**config.mk**
```make
export PLATFORM = sky130hd
export DESIGN_NAME = banked_rom_mapper_with_irq_counter
export DESIGN_NICKNAME = d
export VERILOG_FILES = /design/src/hdl/brm_pkg.sv /design/src/hdl/banked_rom_mapper_with_irq_counter.sv
export SDC_FILE = /design/constraint.sdc
export NUM_CORES = 1
export LEC_CHECK = 0
export BUFFER_PORTS_ARGS = -buffer_cell sky130_fd_sc_hd__buf_2
export CAP_MARGIN = 20
export CORE_MARGIN = 2
export CORE_UTILIZATION = 53
export DETAILED_ROUTE_END_ITERATION = 7
export PLACE_DENSITY = 0.84
export SLEW_MARGIN = 20
export SYNTH_ARGS = -nofsm -noshare
export SYNTH_HDL_FRONTEND = slang
export SYNTH_SLANG_ARGS = --single-unit
```
**constraint.sdc**
```tcl
create_clock -name aclk -period 2.9 [get_ports aclk]
set_clock_uncertainty 0.1 [all_clocks]
set_input_delay 0.145 -clock aclk [delete_from_list [all_inputs] [get_ports aclk]]
set_output_delay 0.145 -clock aclk [all_outputs]
set_load 0.1 [all_outputs]
```
**src/hdl/brm_pkg.sv**
```systemverilog
// Shared types, decode addresses and tables for the banked ROM mapper.
package brm_pkg;

    localparam int CHR_SLOTS = 8;
    localparam int CHR_IDX_W = $clog2(CHR_SLOTS);

    localparam int S_TDATA_W = 40;
    localparam int M_TDATA_W = 16;
    localparam int M_TUSER_W = 5;

    localparam logic [15:0] ADDR_PRG0     = 16'h8800;
    localparam logic [15:0] ADDR_PRG1     = 16'hA800;
    localparam logic [15:0] ADDR_PRG2     = 16'hA000;
    localparam logic [15:0] ADDR_CHR_LO   = 16'hB000;
    localparam logic [15:0] ADDR_CHR_HI   = 16'hE00F;
    localparam logic [15:0] ADDR_CHR_MASK = 16'h0FF3;
    localparam logic [3:0]  CHR_BASE_NIB  = 4'hB;
    localparam logic [3:0]  IRQ_PAGE_NIB  = 4'hF;
    localparam logic [15:0] ADDR_RESET    = 16'h9008;
    localparam logic [15:0] ADDR_MIRROR   = 16'h9800;
    localparam logic [15:0] ADDR_IRQ_LO   = 16'hF000;
    localparam logic [15:0] ADDR_IRQ_HI   = 16'hF004;
    localparam logic [15:0] ADDR_IRQ_EN   = 16'hF008;

    localparam logic [7:0] RESET_CMD_DATA  = 8'h01;
    localparam logic [7:0] LAST_PRG_RESET  = 8'd15;

    localparam logic MODE_WRITE = 1'b0;
    localparam logic MODE_TICK  = 1'b1;

    localparam logic [1:0] KIND_PRG_8K  = 2'd0;
    localparam logic [1:0] KIND_PRG_16K = 2'd1;
    localparam logic [1:0] KIND_CHR_1K  = 2'd2;
    localparam logic [1:0] KIND_CHR_8K  = 2'd3;

    typedef struct packed {
        logic       swap_valid;
        logic [1:0] swap_kind;
        logic [2:0] swap_slot;
        logic [7:0] swap_bank;
        logic       mirror_valid;
        logic [3:0] nametable;   // bit n is logical table n
        logic       irq_fire;
        logic       last_of_run;
    } result_t;

    function automatic logic [3:0] mirror_pattern(input logic [1:0] sel);
        logic [3:0] pat;
        case (sel)
            2'd0: pat = 4'b1010;
            2'd1: pat = 4'b1100;
            2'd2: pat = 4'b0000;
            2'd3: pat = 4'b1111;
            default: pat = 4'b0000;
        endcase
        return pat;
    endfunction

endpackage

```
**src/hdl/banked_rom_mapper_with_irq_counter.sv**
```systemverilog
// Top level of the banked ROM mapper with bank swap commands and IRQ down-counter.
//
// Input channel s_*: one word per CPU bus write (s_tuser 0) or per time tick (s_tuser 1).
// Result channel m_*: bank swap, mirroring or IRQ words; m_tlast marks the final word
// of one input word. Configuration channel cfg_*: the last 16K PRG bank, always ready.
// A word accepted on s_* lands in the input register and is decoded from there; its
// results are registered in the result register, which drives m_tvalid and the
// other m_* signals. Words that cause no result still pass through the decode stage.
// Throughput is one input word per cycle unless the receiver stalls or a bank reset
// command is pending. The bank reset command (data 1 at 0x9008) emits three result
// words and holds the decode stage while the last two are sent.
// When the receiver stalls, the result register holds its word and the input
// register takes one more word, if it is empty, before s_tready drops.
// Reset clears the CHR bank registers, the IRQ counter and enable, all valid flags,
// and sets the last 16K PRG bank to 15.
module banked_rom_mapper_with_irq_counter (
    input  logic                           aclk,
    input  logic                           aresetn,
    input  logic                           s_tvalid,
    output logic                           s_tready,
    // address [15:0], write_data [23:16], tick_cycles [35:24]
    input  logic [brm_pkg::S_TDATA_W-1:0]  s_tdata,
    // mode
    input  logic                           s_tuser,
    output logic                           m_tvalid,
    input  logic                           m_tready,
    // swap_slot [2:0], swap_bank [10:3], nametable_0..3 [14:11]
    output logic [brm_pkg::M_TDATA_W-1:0]  m_tdata,
    // swap_valid [0], swap_kind [2:1], mirror_valid [3], irq_fire [4]
    output logic [brm_pkg::M_TUSER_W-1:0]  m_tuser,
    output logic                           m_tlast,
    input  logic                           cfg_valid,
    output logic                           cfg_ready,
    input  logic [7:0]                     cfg_data
);
    import brm_pkg::*;

    logic        in_valid_reg, in_valid_next;
    logic        in_mode_reg;
    logic [15:0] in_addr_reg;
    logic [7:0]  in_data_reg;
    logic [11:0] in_cycles_reg;

    logic [7:0]  chr_reg  [CHR_SLOTS];
    logic [7:0]  chr_next [CHR_SLOTS];
    logic [15:0] irq_cnt_reg, irq_cnt_next;
    logic        irq_en_reg, irq_en_next;
    logic [7:0]  last_prg_reg;

    result_t     out_reg, out_next;
    logic        out_valid_reg, out_valid_next;
    logic [1:0]  pend_reg, pend_next;

    logic                 out_free;
    logic                 proc;
    logic                 chr_hit;
    logic [3:0]           chr_page;
    logic [CHR_IDX_W-1:0] chr_idx;
    logic [7:0]           chr_new;
    logic                 reset_cmd;
    result_t              res;
    logic                 res_has;

    assign out_free  = !out_valid_reg || m_tready;
    assign proc      = in_valid_reg && out_free && (pend_reg == 2'd0);
    assign s_tready  = !in_valid_reg || proc;
    assign cfg_ready = 1'b1;

    assign chr_page = in_addr_reg[15:12] - CHR_BASE_NIB;
    assign chr_idx  = {chr_page[1:0], in_addr_reg[3]};
    assign chr_hit  = (in_addr_reg >= ADDR_CHR_LO) && (in_addr_reg <= ADDR_CHR_HI) &&
                      ((in_addr_reg & ADDR_CHR_MASK) == 16'h0000) &&
                      (in_addr_reg[15:12] != IRQ_PAGE_NIB);
    assign chr_new  = in_addr_reg[2] ? {in_data_reg[3:0], chr_reg[chr_idx][3:0]}
                                     : {chr_reg[chr_idx][7:4], in_data_reg[3:0]};
    assign reset_cmd = (in_mode_reg == MODE_WRITE) && (in_addr_reg == ADDR_RESET) &&
                       (in_data_reg == RESET_CMD_DATA);

    always_comb begin
        res     = '0;
        res_has = 1'b0;
        chr_next    = chr_reg;
        irq_cnt_next = irq_cnt_reg;
        irq_en_next  = irq_en_reg;
        if (proc) begin
            if (in_mode_reg == MODE_TICK) begin
                if (irq_en_reg) begin
                    if (irq_cnt_reg <= {4'b0000, in_cycles_reg}) begin
                        irq_cnt_next = 16'h0000;
                        res.irq_fire = 1'b1;
                        res_has      = 1'b1;
                    end else begin
                        irq_cnt_next = irq_cnt_reg - {4'b0000, in_cycles_reg};
                    end
                end
            end else if (in_addr_reg == ADDR_PRG0 || in_addr_reg == ADDR_PRG1 ||
                         in_addr_reg == ADDR_PRG2) begin
                res.swap_valid = 1'b1;
                res.swap_kind  = KIND_PRG_8K;
                res.swap_slot  = (in_addr_reg == ADDR_PRG0) ? 3'd0 :
                                 (in_addr_reg == ADDR_PRG1) ? 3'd1 : 3'd2;
                res.swap_bank  = in_data_reg;
                res_has        = 1'b1;
            end else if (chr_hit) begin
                chr_next[chr_idx] = chr_new;
                res.swap_valid = 1'b1;
                res.swap_kind  = KIND_CHR_1K;
                res.swap_slot  = 3'(chr_idx);
                res.swap_bank  = chr_new;
                res_has        = 1'b1;
            end else if (reset_cmd) begin
                for (int i = 0; i < CHR_SLOTS; i++) begin
                    chr_next[i] = 8'h00;
                end
                res.swap_valid = 1'b1;
                res.swap_kind  = KIND_PRG_16K;
                res_has        = 1'b1;
            end else if (in_addr_reg == ADDR_MIRROR) begin
                if (in_data_reg[7:2] == 6'd0) begin
                    res.mirror_valid = 1'b1;
                    res.nametable    = mirror_pattern(in_data_reg[1:0]);
                    res_has          = 1'b1;
                end
            end else if (in_addr_reg == ADDR_IRQ_LO) begin
                irq_cnt_next = {irq_cnt_reg[15:8], in_data_reg};
            end else if (in_addr_reg == ADDR_IRQ_HI) begin
                irq_cnt_next = {in_data_reg, irq_cnt_reg[7:0]};
            end else if (in_addr_reg == ADDR_IRQ_EN) begin
                irq_en_next = in_data_reg[1];
            end
        end
        res.last_of_run = res_has && !reset_cmd;
    end

    always_comb begin
        out_next       = out_reg;
        out_valid_next = out_valid_reg;
        pend_next      = pend_reg;
        in_valid_next  = in_valid_reg;
        if (out_free) begin
            if (pend_reg != 2'd0) begin
                out_next            = '0;
                out_next.swap_valid = 1'b1;
                out_valid_next      = 1'b1;
                pend_next           = pend_reg - 2'd1;
                if (pend_reg == 2'd2) begin
                    out_next.swap_kind = KIND_PRG_16K;
                    out_next.swap_slot = 3'd1;
                    out_next.swap_bank = last_prg_reg;
                end else begin
                    out_next.swap_kind   = KIND_CHR_8K;
                    out_next.last_of_run = 1'b1;
                end
            end else begin
                out_next       = res;
                out_valid_next = proc && res_has;
                pend_next      = (proc && reset_cmd) ? 2'd2 : 2'd0;
            end
        end
        if (s_tready) begin
            in_valid_next = s_tvalid;
        end
    end

    always_ff @(posedge aclk) begin
        if (!aresetn) begin
            in_valid_reg  <= 1'b0;
            out_valid_reg <= 1'b0;
            pend_reg      <= 2'd0;
            irq_cnt_reg   <= 16'h0000;
            irq_en_reg    <= 1'b0;
            last_prg_reg  <= LAST_PRG_RESET;
            for (int i = 0; i < CHR_SLOTS; i++) begin
                chr_reg[i] <= 8'h00;
            end
        end else begin
            in_valid_reg  <= in_valid_next;
            out_valid_reg <= out_valid_next;
            pend_reg      <= pend_next;
            irq_cnt_reg   <= irq_cnt_next;
            irq_en_reg    <= irq_en_next;
            chr_reg       <= chr_next;
            if (cfg_valid && cfg_ready) begin
                last_prg_reg <= cfg_data;
            end
        end
    end

    always_ff @(posedge aclk) begin
        if (s_tvalid && s_tready) begin
            in_mode_reg   <= s_tuser;
            in_addr_reg   <= s_tdata[15:0];
            in_data_reg   <= s_tdata[23:16];
            in_cycles_reg <= s_tdata[35:24];
        end
        out_reg <= out_next;
    end

    assign m_tvalid = out_valid_reg;
    assign m_tlast  = out_reg.last_of_run;
    assign m_tdata  = {1'b0, out_reg.nametable, out_reg.swap_bank, out_reg.swap_slot};
    assign m_tuser  = {out_reg.irq_fire, out_reg.mirror_valid, out_reg.swap_kind,
                       out_reg.swap_valid};

endmodule

```
==> flow_metrics.tcl <==
set metrics [dict create \
    finalSetupTns_ns 0 \
    drtAntennaViolNets 0 \
    cp-startpoint "in_cycles_reg[0]" \
    syn_area_um2 7010 \
    groute.usage.overall_pct 25.6 \
    sw_frac_of_total_pct 22.5 \
    ys.flop_type "dfxtp_1" \
    cp-end-kind "flip-flop" \
    dr.pass1.iters 5 \
    num_rows 42 \
    fin_nets 907 \
    r2r_cells 10 \
    hold_path_class "in2reg" \
    power_mw 4.83 \
    cts-root-buf "clkbuf_16" \
    fin_cells 1021 \
    route.vias.total 5824 \
    status "completed" \
    layout_common_cells "nand2_1 (102), dfxtp_1 (92), buf_2 (72), o21ai_1 (64), edfxtp_1 (58)" \
    initial_utilization_pct 53.6 \
    tightest_slew_ns 0.916 \
    cp_max_fo 3 \
    wl_mm 17.7 \
    ys_seq_area_share_pct 51.4 \
    dp_cells 935 \
    post-route-period-util_pct 98.1 \
    p_per_area_nw_per_um2 542 \
    final_common_cell "nand2_1" \
    area_delta_synth_final_pct 27.1 \
    hold_path_end "last_prg_reg[7]" \
    core_um2 13100 \
    reg2reg_to "m_tlast" \
    place.gp.congestion 0.965 \
    post-route-drc-count 0 \
    cp.required_ns 2.99 \
    cap_violations 0 \
    ys_ff_latch 151 \
    peakVddDrop_mv 0.377 \
    diodes 0 \
    intPower_mw 3.75 \
    critPathKind "reg2reg" \
    grt_pass1_vias 5607 \
    numCtsBuffers 17 \
    clock_path_buffers 2 \
    power_frac_seq_pct 46.8 \
    post-dp-hpwl_mm 11.6 \
    final_area_um2 8920 \
    yosysWarnings 0 \
    synth_cells 672 \
    syn_nets 747 \
    avgSynthCellArea_um2 10.4 \
    cts.clk_slew.worst_paths_ns 0.06 \
    setup_viol_count_final 0 \
    switchingPower_mw 1.09 \
    cp.arrival_ns 2.93 \
    hold_viol_final 0 \
    slew_headroom_pct 38.6 \
    grt_max_degree 38 \
    pin_count 79 \
    fmax_mhz 351 \
    pwr-share-clk_pct 45.8 \
    dpl_cell_area_um2 7770 \
    via_per_inst 5.70 \
    critPathLaunchType "flip-flop" \
    hp-start "cfg_valid" \
    fin_crit_ns 2.85 \
    drive_gt1_share_pct 23.1 \
    clk_latency_ns 0.43 \
    cts_tree "done" \
    dieWidth_um 119 \
    combPwrFrac_pct 7.5 \
    grt_pass1_wl_mm 28.0 \
    htreeDepth 4 \
    report.final.slew_viol_count 0 \
    grt_overflow 0 \
    rr_startpoint "in_cycles_reg[0]" \
    reg2reg_slack_ns 0.05 \
    drt-initial-drc-count 550 \
    die_h_um 119 \
    largest_register_ff_count 64 \
    portBuffers 72 \
    wl_per_cell_um 17.3 \
    die_area_um2 14200 \
    synth_cell_types 69 \
    synth_edf_count 58 \
    fin_util_pct 68.1 \
    holdPathStages 3 \
    antenna_found_initial 0 \
    cts_sinks 151 \
    synthArstFlopShare_pct 0 \
    leakagePower_nw 3.64 \
]
-- worst max-delay path, stage by stage (launching register included) --
cell      delay (ns)
edfxtp_1        0.38
ha_1            0.23
inv_1           0.08
fa_2            0.22
a211oi_1        0.09
o211ai_1        0.31
nand4_1         0.23
nand2_1         0.14
nor3_1          0.08
or3b_2          0.49
a31o_2          0.26
-- how the worst max path moves through the flow --
| stage | cells past startpoint | to |
|---|---|---|
| after global placement | 8 | chr_reg[31] |
| after detailed placement | 8 | chr_reg[61] |
| after global routing | 10 | m_tlast |
| after floorplan | 8 | chr_reg[39] |
| final | 10 | m_tlast |
| after CTS | 8 | chr_reg[12] |
-- synth_stat cells (3+ instances only) --
cell	n	area (um2)
nand2_1	103	387
dfxtp_1	93	1860
o21ai_1	64	320
edfxtp_1	58	1740
a21oi_1	43	215
inv_1	28	105
o21ai_0	27	135
ha_1	20	250
nor2_1	20	75.1
mux4_2	16	360
a22oi_1	14	105
clkbuf_1	12	45.0
mux2i_1	10	100
nand2b_1	9	56.3
nand3_1	9	45.0
a21oi_2	8	70.1
nand2_4	8	90.1
nor2b_1	7	43.8
nor3_1	7	35.0
nor4_1	7	43.8
xnor2_1	7	61.3
nand4_1	6	37.5
a21o_1	5	37.5
a221oi_1	5	43.8
and3_1	5	31.3
buf_2	5	25.0
and2_1	4	25.0
nor2_8	4	80.1
o21a_1	4	30.0
or4_1	4	30.0
a31oi_1	3	18.8
o21bai_1	3	22.5
o31ai_1	3	22.5
or3_1	3	18.8
-- kinds of logic (layout without fill, tap and decap cells) --
| family | count (synthesis) | in the layout | synth area share, % |
|---|---|---|---|
| xor+xnor | 9 | 9 | 1.12 |
| fa+ha+maj | 21 | 21 | 3.85 |
| buf+inv | 52 | 225 | 3.21 |
| compound gates | 198 | 198 | 17.0 |
| flops | 151 | 151 | 51.4 |
| mux | 26 | 26 | 6.56 |
| simple gates | 213 | 213 | 16.8 |
| other cells | 2 | 2 | 0.107 |
-- layer usage --
layer / part of all wire, % / track usage (%) / vias up / wire length [um]
met5: 0 / 0 / - / 0
met3: 8.1 / 5.12 / 52 / 1430
met1: 42 / 33.9 / 2703 / 7390
met2: 47 / 40.9 / 291 / 8350
li1: - / - / 2778 / -
met4: 3.1 / 11.7 / 0 / 542
-- stage by stage --
stage	worst slack (ns)	hold WS [ns]
after CTS	0.0804	0.0504
after global placement	-0.0236	0.222
final	0.0545	0.0640
after global routing	-0.0354	0.0885
after detailed placement	-0.0775	0.223
after floorplan	-0.0283	0.144
-- what timing repair did --
| item | in CTS | in global routing |
|---|---|---|
| pin swaps | 1 | 3 |
| endpoints found under the setup margin | 65 | 14 |
| hold buffers | 51 | 0 |
| endpoints found under the hold margin | 47 | 0 |
| buffers inserted | 1 | 2 |
| resized for setup | 1 | 3 |
-- power groups by stage --
stage	logic (mW)	clock network (mW)	registers (mW)
2_1_floorplan	0.177	0	2.30
3_3_place_gp	0.288	0	2.31
3_5_place_dp	0.292	0	2.31
4_1_cts	0.351	2.23	2.26
5_1_grt	0.388	2.33	2.27
6_report	0.360	2.21	2.26
-- cell type report --
| type | instances | area [um2] |
|---|---|---|
| Fill cell | 926 | 4170 |
| Sequential cell | 151 | 3600 |
| Multi-Input combinational cell | 469 | 3210 |
| Timing Repair Buffer | 163 | 1180 |
| Clock buffer | 20 | 437 |
| Tap cell | 176 | 220 |
| Clock inverter | 12 | 153 |
| Inverter | 30 | 113 |
Power figures use the tool's default switching activity.
